### src/design/fms_pkg.sv
// Shared types and constants of the factorization machine scorer.
`timescale 1ns / 1ps

package fms_pkg;

   typedef struct packed {
      logic               command;
      logic [11:0]        feature_index;
      logic [3:0]         slot;
      logic signed [15:0] weight_value;
      logic signed [15:0] feature_value;
      logic               last;
      logic               normalize;
   } req_payload_type;

   typedef struct packed {
      logic signed [31:0] score;
      logic               saturated;
   } rsp_payload_type;

   // Work codes handed from the front to the back.
   localparam logic [1:0] OP_WRITE     = 2'd0;
   localparam logic [1:0] OP_ELEM      = 2'd1;
   localparam logic [1:0] OP_ELEM_LAST = 2'd2;
   localparam logic [1:0] OP_FINISH    = 2'd3;

   typedef struct packed {
      logic [1:0]         op;
      logic [11:0]        feature_index;
      logic [3:0]         slot;
      logic signed [15:0] value;
      logic               normalize;
   } queue_item_type;

   localparam int QUEUE_DEPTH = 4;

   // floor(v / 6) equals (v * RECIP_SIX) >> 23 for every v below 2^20.
   localparam logic [31:0] RECIP_SIX = 32'd1398102;

endpackage

### src/design/fms_front.sv
// Front end: accepts request beats, drops what has no effect, classifies the rest.
`timescale 1ns / 1ps

module fms_front #(
   parameter int NUM_FEATURES = 4096,
   parameter int FACTORS      = 8
) (
   input  logic                    clock,
   input  logic                    reset,
   input  logic                    req_valid,
   output logic                    req_stall,
   input  fms_pkg::req_payload_type req_data,
   output logic                    push,
   output fms_pkg::queue_item_type push_item,
   input  logic                    queue_full
);
   import fms_pkg::*;

   logic           hold_valid_ff, hold_valid_in;
   queue_item_type hold_item_ff, hold_item_in;
   logic           accept;
   logic           index_ok;
   logic           slot_ok;
   logic           keep;

   assign req_stall = hold_valid_ff & queue_full;
   assign accept    = req_valid & ~req_stall;
   assign push      = hold_valid_ff & ~queue_full;
   assign push_item = hold_item_ff;

   always_comb begin
      index_ok = {20'd0, req_data.feature_index} < 32'(NUM_FEATURES);
      slot_ok  = {28'd0, req_data.slot} <= 32'(FACTORS);
      hold_item_in.feature_index = req_data.feature_index;
      hold_item_in.slot          = req_data.slot;
      hold_item_in.normalize     = req_data.normalize;
      if (req_data.command == 1'b0) begin
         keep                 = index_ok & slot_ok;
         hold_item_in.op      = OP_WRITE;
         hold_item_in.value   = req_data.weight_value;
      end else begin
         // An element with a bad index still closes the row when it is last.
         keep               = index_ok | req_data.last;
         hold_item_in.value = req_data.feature_value;
         if (!index_ok) begin
            hold_item_in.op = OP_FINISH;
         end else if (req_data.last) begin
            hold_item_in.op = OP_ELEM_LAST;
         end else begin
            hold_item_in.op = OP_ELEM;
         end
      end
      if (accept) begin
         hold_valid_in = keep;
      end else if (push) begin
         hold_valid_in = 1'b0;
      end else begin
         hold_valid_in = hold_valid_ff;
      end
   end

   always_ff @(posedge clock) begin
      if (reset) begin
         hold_valid_ff <= 1'b0;
      end else begin
         hold_valid_ff <= hold_valid_in;
      end
   end

   always_ff @(posedge clock) begin
      if (accept) begin
         hold_item_ff <= hold_item_in;
      end
   end
endmodule

### config.mk
export PLATFORM = sky130hd
export DESIGN_NAME = fms_front
export DESIGN_NICKNAME = d
export VERILOG_FILES = /design/src/design/fms_pkg.sv /design/src/design/fms_front.sv
export SDC_FILE = /design/constraint.sdc
export NUM_CORES = 1
export LEC_CHECK = 0
export ABC_CLOCK_PERIOD_IN_PS = 1900
export BUFFER_PORTS_ARGS = -buffer_cell sky130_fd_sc_hd__buf_2
export CAP_MARGIN = 20
export CORE_MARGIN = 8
export CORE_UTILIZATION = 30
export DETAILED_ROUTE_END_ITERATION = 10
export MAX_ROUTING_LAYER = met4
export SYNTH_ARGS = -nofsm -noshare
export SYNTH_HDL_FRONTEND = slang
export SYNTH_SLANG_ARGS = --single-unit
### constraint.sdc
create_clock -name clock -period 1.9 [get_ports clock]
set_input_delay 0.38 -clock clock [delete_from_list [all_inputs] [get_ports clock]]
set_output_delay 0.38 -clock clock [all_outputs]
set_load 0.01 [all_outputs]
==> metrics <==
outcome complete, no violations; via count 920; post_cts resized 0; commonest non-fill, non-tap cell in the layout buf_2; Final WS setup 600 ps; Post-CTS Hold Buffers 0; XOR/XNOR Fraction of Synth Area 0; Syn Inst Count 64; Final Critical Period 1300 ps; largest family of logic cells by synthesized area multiplexers; RSZ-0062 raised after global routing no; maxcap violations 0; area post-placement 1860 sq um; hold_ws 250 ps; nets@finish 217; TritonCTS Sinks 36; area delta synth->final 46.5%; WL met3 258 um; Syn Area/Cell 21.0 sq um; Power Density 913 nW/um^2; post-CTS setup buffers 0; total core area 4320 sq um; # setup viols final 0; die width 82.9 um; # rows 24; clock slew at reported path FFs 70 ps; Setup TNS 0 ps; die height 82.9 um; Overflow after GRT 0; critical path startpoint category register; post-synthesis simple-gate area fraction 0.0345; Crit Path Class register to primary output; M1 WL 1420 um; slew margin rel. 0.737; Pleak 0.865 nW; VDD IR max 0.441 mV; wire per inst 15.5 um; largest net degree at the start of global routing 21; layout cells sized above 1 0.730; Top Ports 92; critical path data required time 1520 ps; global-route wire length before repair 5150 um; Adder-Cell Fraction of Synth Area 0; # fillers 409; register area share after synthesis 0.797; number of global-route vias before repair 1069; Pre-Repair DR Iteration Count 2; Port Buffers 91; Max Fclk 0.769 GHz; gr usage total 0.0975; routed wire length 3340 um; pre-CTS WS 499 ps; post-route cell area 1970 sq um; final hold vios 0; final period utilization 0.684; CTS tree done; CTS max path bufs 2; initial antenna violation count 0; fin util 0.455; clk root buf clkbuf_8; Slew Limit Fails 0; drc violations 0; total CTS buffers 5; Initial Util 0.311; WP data arrival 920 ps; compound-cell area share of the yosys netlist 0.0149; initial drt markers 11; post-synthesis mux area share 0.134; die area 6880 sq um; Seq cells post-synth 36; FF-to-FF Start hold_valid_ff; drt via density 4.28; H-tree depth 2; Hold Path Origin reset; Slew @ Worst Pin 394 ps; synthesized area 1340 sq um; Antenna diodes 0; Crit Path Max Fanout 3; routability congestion estimate 0.731; Final ANT Viol Nets 0; Syn Nets 119; Worst Clk Skew 5.51 ps; Netlist cell types 11; met2 WL 1600 um; highest metal used met4; crit path launch hold_valid_ff; Synth Warn # 0; crit path capture type primary output; most frequent cells in the layout 91 x buf_2, 35 x edfxtp_1, 16 x mux2_2; clock insertion delay at the later pin of the skew report 280 ps; Worst Hold Class input port to register
## cell usage after synthesis
master    instances  area [sq um]
edfxtp_1         35          1050
nor2b_1           3          18.8
inv_1             1          3.75
or3_4             1          11.3
a21oi_1           1          5.00
dfxtp_1           1          20.0
buf_6             2          22.5
a311oi_2          1          15.0
mux2_2           16           180
and2_1            2          12.5
nand2_1           1          3.75
## sequential cells by signal, indices dropped and copies added (netlist names)
register       count
push_item         35
hold_valid_ff      1
## metrics by stage
stage,instances,total power [mW]
floorplan,64,1.05
global placement,207,1.16
detailed placement,207,1.17
CTS,215,1.83
global route,215,1.89
finish,215,1.80
## report_power, final
group	total [mW]	switching, mW	internal, mW
clock	0.651	0.263	0.388
sequential	0.945	0.0112	0.934
combinational	0.201	0.0977	0.104
total	1.80	0.372	1.43
## routing by layer
layer / up-vias / GRT usage
li1: 440 / -
met1: 417 / 0.107
met2: 57 / 0.148
met3: 6 / 0.0449
met4: 0 / 0.0447
met5: - / -
## kinds of logic after synthesis
group,count (synthesis)
mux,16
compound gates,2
simple gates,7
flops,36
buf+inv,3
## worst max-delay path, cell delays in order, from the launching register on
cell	delay [ps]
dfxtp_1	340
nand2_1	100
inv_1	70
buf_2	120
## final cells by class
cell class                      count  area (sq um)  area share
Sequential cell                    36          1070       0.544
Clock buffer                        5          68.8      0.0350
Timing Repair Buffer               93           470       0.239
Clock inverter                      3          42.5      0.0216
Multi-Input combinational cell     25           246       0.125
Inverter                            1          3.75     0.00191
Tap cell                           52          65.1      0.0331
## worst paths after layout
| kind | endpoint | slack, ps | cells past startpoint |
|---|---|---|---|
| max | req_stall | 600 | 3 |
| min | hold_valid_ff | 250 | 2 |
| max reg2reg | push_item[3] | 700 | 3 |
| min reg2reg | hold_valid_ff | 570 | 2 |
No activity file was read; power rests on OpenSTA's default activity.
