===== config.mk =====
export PLATFORM = sky130hd
export DESIGN_NAME = fms_queue
export DESIGN_NICKNAME = d
export VERILOG_FILES = /design/src/design/fms_pkg.sv /design/src/design/fms_queue.sv
export SDC_FILE = /design/constraint.sdc
export NUM_CORES = 1
export LEC_CHECK = 0
export BUFFER_PORTS_ARGS = -buffer_cell sky130_fd_sc_hd__buf_2
export CORE_AREA = 2 2 108 110
export CTS_CLUSTER_DIAMETER = 60
export CTS_CLUSTER_SIZE = 10
export DETAILED_ROUTE_END_ITERATION = 6
export DIE_AREA = 0 0 110 112
export HOLD_SLACK_MARGIN = 0.02
export MAX_ROUTING_LAYER = met4
export PLACE_DENSITY = 0.69
export SYNTH_ARGS = -nofsm -noshare
export SYNTH_HDL_FRONTEND = slang
export SYNTH_SLANG_ARGS = --single-unit

===== constraint.sdc =====
create_clock -name clock -period 1.8 [get_ports clock]
set_clock_uncertainty 0.05 [all_clocks]
set_input_delay 0.09 -clock clock [delete_from_list [all_inputs] [get_ports clock]]
set_output_delay 0.09 -clock clock [all_outputs]
set_load 0.01 [all_outputs]

===== src/design/fms_pkg.sv =====
// Shared types and constants of the factorization machine scorer.
`timescale 1ns / 1ps

package fms_pkg;

   typedef struct packed {
      logic               command;
      logic [11:0]        feature_index;
      logic [3:0]         slot;
      logic signed [15:0] weight_value;
      logic signed [15:0] feature_value;
      logic               last;
      logic               normalize;
   } req_payload_type;

   typedef struct packed {
      logic signed [31:0] score;
      logic               saturated;
   } rsp_payload_type;

   // Work codes handed from the front to the back.
   localparam logic [1:0] OP_WRITE     = 2'd0;
   localparam logic [1:0] OP_ELEM      = 2'd1;
   localparam logic [1:0] OP_ELEM_LAST = 2'd2;
   localparam logic [1:0] OP_FINISH    = 2'd3;

   typedef struct packed {
      logic [1:0]         op;
      logic [11:0]        feature_index;
      logic [3:0]         slot;
      logic signed [15:0] value;
      logic               normalize;
   } queue_item_type;

   localparam int QUEUE_DEPTH = 4;

   // floor(v / 6) equals (v * RECIP_SIX) >> 23 for every v below 2^20.
   localparam logic [31:0] RECIP_SIX = 32'd1398102;

endpackage


===== src/design/fms_queue.sv =====
// Short work queue between the front and the back.
`timescale 1ns / 1ps

module fms_queue (
   input  logic                   clock,
   input  logic                   reset,
   input  logic                   push,
   input  fms_pkg::queue_item_type push_item,
   output logic                   full,
   input  logic                   pop,
   output fms_pkg::queue_item_type pop_item,
   output logic                   empty
);
   import fms_pkg::*;

   localparam int PW = $clog2(QUEUE_DEPTH);

   queue_item_type  entry_ff [QUEUE_DEPTH];
   logic [PW-1:0]   wr_ptr_ff, wr_ptr_in;
   logic [PW-1:0]   rd_ptr_ff, rd_ptr_in;
   logic [PW:0]     count_ff, count_in;

   assign full     = (count_ff == (PW+1)'(QUEUE_DEPTH));
   assign empty    = (count_ff == '0);
   assign pop_item = entry_ff[rd_ptr_ff];

   always_comb begin
      wr_ptr_in = push ? wr_ptr_ff + 1'b1 : wr_ptr_ff;
      rd_ptr_in = pop ? rd_ptr_ff + 1'b1 : rd_ptr_ff;
      count_in  = count_ff + (PW+1)'(push) - (PW+1)'(pop);
   end

   always_ff @(posedge clock) begin
      if (reset) begin
         wr_ptr_ff <= '0;
         rd_ptr_ff <= '0;
         count_ff  <= '0;
      end else begin
         wr_ptr_ff <= wr_ptr_in;
         rd_ptr_ff <= rd_ptr_in;
         count_ff  <= count_in;
      end
   end

   always_ff @(posedge clock) begin
      if (push) begin
         entry_ff[wr_ptr_ff] <= push_item;
      end
   end
endmodule


==> results of run 1 <==
[cells in the final DEF, fill, tap and decap left out, drive strengths merged]
cell         Yosys  final
and3             1      1
a21oi            1      1
nor2             5      5
clkinv           0      2
edfxtp         140    140
mux4            35     35
ha               6      6
and2             4      4
fa               1      1
nor2b            2      2
xor3             1      1
a21bo            1      1
clkbuf           1     23
buf              7     82
mux2i            1      1
nor3             1      1
dlygate4sd3      0     38
nand3b           1      1
inv              6     13
dfxtp            9      9
xnor2            2      2
[through the flow]
stage	total power, W	std cells
CTS	0.00830	512
global route	0.00860	512
global placement	0.00490	442
finish	0.00828	512
floorplan	0.00460	225
detailed placement	0.00492	442
[power by group]
| group | internal, W | switching [W] | total, W |
|---|---|---|---|
| clock network | 0.00197 | 0.00129 | 0.00326 |
| registers | 0.00398 | 0.0000560 | 0.00404 |
| logic | 0.000561 | 0.000428 | 0.000989 |
[registers in the layout (all words and copies together), names as in the netlist, named ones only]
register,cells
count_ff,3
rd_ptr_ff,2
wr_ptr_ff,2
entry_ff,140
[routing by layer]
layer	global-route usage (%)	vias to the layer above	part of all wire (%)
met2	27.3	46	54
li1	-	1199	-
met3	4.98	11	3.3
met1	19.6	1322	42
met5	-	-	0
met4	6.08	0	1.3
[worst max-delay path: stages (launching register included)]
cell and delay, ns:
dfxtp_4 0.37, buf_12 0.19, mux4_2 0.55, buf_6 0.14
[cells by family (layout without fill, tap and decap cells)]
family          Yosys count  after routing
fa+ha+maj                 7              7
compound gates            2              2
mux                      36             36
buf+inv                  14            158
simple gates             14             14
xor+xnor                  3              3
flops                   149            149
[worst paths after layout]
path | start | to | slack (ns) | cells after the start
worst min-delay path | push_item[14] | entry_ff[1][14]$_DFFE_PP_ | 0.38 | 2
worst max register to register | count_ff[0]$_SDFF_PP0_ | count_ff[2]$_SDFF_PP0_ | 0.17 | 7
worst min register to register | rd_ptr_ff[1]$_SDFFE_PP0P_ | register | 0.49 | 2
worst max-delay path | register | pop_item[7] | -0.008 | 3
[layout make-up]
cell class                      count  area (um^2)
Clock buffer                       23          500
Fill cell                         764         3930
Tap cell                          143          179
Clock inverter                      9         58.8
Timing Repair Buffer              120         1060
Inverter                            6         22.5
Multi-Input combinational cell     62         1030
Sequential cell                   149         4390
[repair_timing]
item                                    in CTS  in global routing
resized for setup                           20                 13
hold buffers                                38                  0
endpoints found under the setup margin      35                 36
pin swaps                                    0                  1
hold endpoints to repair                   149                  0
cloned                                       0                  0
==> results.toml, run 1 <==
[detailed_routing]
ant_nets = 0
wl_per_cell_um = 17.8
routed_wl_um = 9130
viasPerCell = 5.04
drc = 0
firstDrtPassIters = 4
first_iter_violations = 97
num_vias = 2578

[synthesis]
yosys.area.top_type = "edfxtp_1"
ys_async_sr_fraction_pct = 0
yosysMostFrequentCell = "edfxtp_1"
synth_seq_cells = 149
synth_area_per_cell_um2 = 24.6
ys.flop_type = "edfxtp_1"
synthXorXnorAreaFrac_pct = 0.745
yosysSeqAreaShare_pct = 79.1
syn_inst = 225
syn-cell-area_um2 = 5540
yosysTopAreaCellShare_pct = 75.9
yosysWarnings = 0
netlist_top_cells_count = "140 x edfxtp_1, 30 x mux4_2, 9 x dfxtp_1, 6 x ha_1, 6 x inv_1"
synth.distinct_cells = 22
synthTopCellsByArea = "edfxtp_1 76%, mux4_2 12%, dfxtp_1 3.3%"
synth_fa_ha_area_share_pct = 1.72
synth_fp_nets = 271
yosys-mux-area-fraction_pct = 14.7
synth_edf_count = 140
synth_simple_gate_area_share_pct = 1.35
synth_top_family_by_area = "multiplexers"
synth-compound-area-share_pct = 0.271

[clocking]
cts_buffer_depth = 2
cts_root_buf = "clkbuf_16"
numClockSinks = 149
tritoncts = "built"
cts_made_buffers = 17
cts_setup_buffers = 0
insertion_delay_ns = 0.40
path_clk_slew_ns = 0.06
htreeDepth = 4

[worst_setup_path]
required_ns = 1.66
worstSetupPathType = "reg -> out"
crit_fanout = 18
worst_ep_arrival_time_ns = 1.67
endpoint_kind = "primary output"
worstSetupStartpointType = "register"

[timing]
finalHoldViolCount = 0
tightest_slew_ns = 0.237
slew_violations = 0
clock.fmax_ghz = 0.553
max-slew-margin-rel_pct = 84.2
hold_slack_ns = 0.382
setup_tns_ns = -0.00844
finalSetupViolations = 2
post-route-period-util_pct = 100
period_minus_slack_ns = 1.81
setup_ws_ns = -0.00760
grt_setup_unrepaired = "true"

[die]
die_area_um2 = 12300
pin_count = 76
die_y_um = 112
start_util_pct = 49.6
core_um2 = 11200
fp.dieW_um = 110
core.rowCount = 39

[placement]
hpwl_um = 5250
portBuffers = 75
place_ws_ns = 0.0153
placed_area_um2 = 6150
gp_congestion = 0.665

[global_route]
grt_overflow = 0
grt_pass1_vias = 2775
grt_start_max_net_pins = 36
track_usage_pct = 16.7
antenna_found_initial = 0
grt_pass1_wl_um = 14200

[layout]
drive_gt1_share_pct = 41.5
final_core_util_pct = 64.8
syn_to_final_growth_pct = 30.7
antenna_cells = 0
fin_nets = 402
finalInstanceArea_um2 = 7240

[pwr]
p_leak_nw = 2.54
vdd_drop_max_uv = 629
cellPowerDensity_nw_per_um2 = 1140

[outcome]
violations = "setup timing"
status = "finished with violations"

[flow_run]
cap_viol_max_count = 0

[min_path]
hp-class = "in -> reg"
Power figures use the tool's default switching activity.
==> run 2, diff against run 1 <==
--- a/config.mk
+++ b/config.mk
@@ -5,12 +5,12 @@
 export SDC_FILE = /design/constraint.sdc
 export NUM_CORES = 1
 export LEC_CHECK = 0
-export BUFFER_PORTS_ARGS = -buffer_cell sky130_fd_sc_hd__buf_2
-export CORE_AREA = 2 2 108 110
+export BUFFER_PORTS_ARGS = -buffer_cell sky130_fd_sc_hd__buf_4
+export CORE_AREA = 5 5 111 113
 export CTS_CLUSTER_DIAMETER = 60
 export CTS_CLUSTER_SIZE = 10
 export DETAILED_ROUTE_END_ITERATION = 6
-export DIE_AREA = 0 0 110 112
+export DIE_AREA = 0 0 116 118
 export HOLD_SLACK_MARGIN = 0.02
 export MAX_ROUTING_LAYER = met4
 export PLACE_DENSITY = 0.69
==> run 2 against run 1 <==
Net effect:
- the flow still finishes with violations (setup timing)
- cell area grew 4.4%
- critical path depth grew 1
- cell count grew 1.8%
- combinational power grew 13%
- worst setup slack lost 0.066 ns
- worst hold slack lost 0.0074 ns
- largest cell class unchanged
- highest routed layer unchanged
==> results.toml, run 2 (same netlist as run 1, synthesis figures left out) <==
[global_route]
grt_pass1_wl_um = 15700
grt_overflow = 0
grt_start_max_net_pins = 36
antenna_found_initial = 1
grt_pass1_vias = 2904
track_usage_pct = 16.2

[clocking]
insertion_delay_ns = 0.41
htreeDepth = 4
path_clk_slew_ns = 0.06
cts_root_buf = "clkbuf_16"
cts_made_buffers = 17
tritoncts = "built"
numClockSinks = 149
cts_buffer_depth = 2

[outcome]
violations = "setup timing"
status = "finished with violations"

[detailed_routing]
drc = 0
firstDrtPassIters = 4
first_iter_violations = 135
wl_per_cell_um = 19.1
routed_wl_um = 9950
ant_nets = 0
viasPerCell = 5.14
num_vias = 2680

[worst_setup_path]
crit_path_frequent_cell = "buf_12"
worstSetupStartpointType = "register"
crit_buf_inv = 3
cpMaxStageDelayCell = "mux4_2"
worst_ep_arrival_time_ns = 1.73
crit_chain = "buf_12 > buf_12 > mux4_2 > buf_6"
endpoint_kind = "primary output"
slowest_delay_ns = 0.53
critical_path.top_delay_family = "multiplexers"
crit_fanout = 7
worstSetupPathType = "reg -> out"
required_ns = 1.66

[die]
core_um2 = 11200
core.rowCount = 39
start_util_pct = 49.4
pin_count = 76
die_y_um = 118
fp.dieW_um = 116
die_area_um2 = 13700

[timing]
max-slew-margin-rel_pct = 76.1
period_minus_slack_ns = 1.87
hold_slack_ns = 0.374
post-route-period-util_pct = 104
slew_violations = 0
tightest_slew_ns = 0.358
clock.fmax_ghz = 0.534
finalSetupViolations = 17
setup_ws_ns = -0.0736
finalHoldViolCount = 0
grt_setup_unrepaired = "true"

[layout]
final_core_util_pct = 67.4
layout_commonest_cell = "edfxtp_1"
final_cell_mix = "140 x edfxtp_1, 46 x buf_4, 39 x dlygate4sd3_1"
largest_reg_flops = 140
fin_nets = 412
syn_to_final_growth_pct = 36.4
regMostFlops = "entry_ff"
drive_gt1_share_pct = 42.2
reg_top3 = "entry_ff x140, count_ff x3"

[placement]
gp_congestion = 0.673
portBuffers = 75
hpwl_um = 5640

[min_path]
hp-class = "in -> reg"

[pwr]
vdd_drop_max_uv = 748
p_leak_nw = 2.67
cellPowerDensity_nw_per_um2 = 1150
total_power_w = 0.00869

[flow_run]
cap_viol_max_count = 0
-- run 2: metal layers --
layer / track usage, % / vias up / routed length, um
met1: 20.0 / 1382 / 4140
li1: - / 1225 / -
met5: - / - / 0
met2: 25.6 / 61 / 5260
met3: 4.42 / 12 / 409
met4: 6.24 / 0 / 140
-- run 2: final timing paths --
check                                                from                         to  slack (ns)  depth (start not counted)
worst max register to register     count_ff[0]$_SDFF_PP0_     count_ff[2]$_SDFF_PP0_        0.20                          7
worst max-delay path                             register               pop_item[23]       -0.07                          4
worst min-delay path                        push_item[22]  entry_ff[2][22]$_DFFE_PP_        0.37                          2
worst min register to register  rd_ptr_ff[1]$_SDFFE_PP0P_                   register        0.48                          2
-- run 2: final cells by class --
type / count / area [um^2]
antenna: 1 / 2.50
clock inverter: 10 / 158
multi-input combinational: 62 / 1030
sequential: 149 / 4390
timing repair buffer: 130 / 1340
fill: 733 / 3660
clock buffer: 20 / 437
tap: 143 / 179
inverter: 6 / 22.5
-- run 2: timing repair --
item / in CTS / in global routing
hold buffers: 39 / 0
cloned: 1 / 0
buffers inserted: 6 / 0
pin swaps: 0 / 2
setup endpoints to repair: 35 / 36
endpoints found under the hold margin: 149 / 0
gates resized for setup: 35 / 6
-- run 2: worst reg2reg max path, delay by kind of cell, from the launching register on --
kind | cells | cell delay [ns]
simple gates | 1 | 0.10
flops | 1 | 0.32
fa+ha+maj | 3 | 0.81
buf+inv | 2 | 0.09
xor+xnor | 1 | 0.18
-- run 2: report_power, final --
part | switching, W | leakage [nW] | internal (W)
combinational | 0.000454 | 1.02 | 0.000670
clock | 0.00124 | 0.283 | 0.00229
sequential | 0.0000559 | 1.36 | 0.00398
-- run 2: through the flow --
stage	setup slack [ns]	cells	area, um^2	setup TNS [ns]
after floorplan	0.0859	225	5550	0
after global placement	0.0590	445	6350	0
after detailed placement	0.0289	445	6350	0
after CTS	-0.106	521	7570	-2.02
after global routing	-0.133	521	7560	-2.09
final	-0.0736	521	7560	-1.01
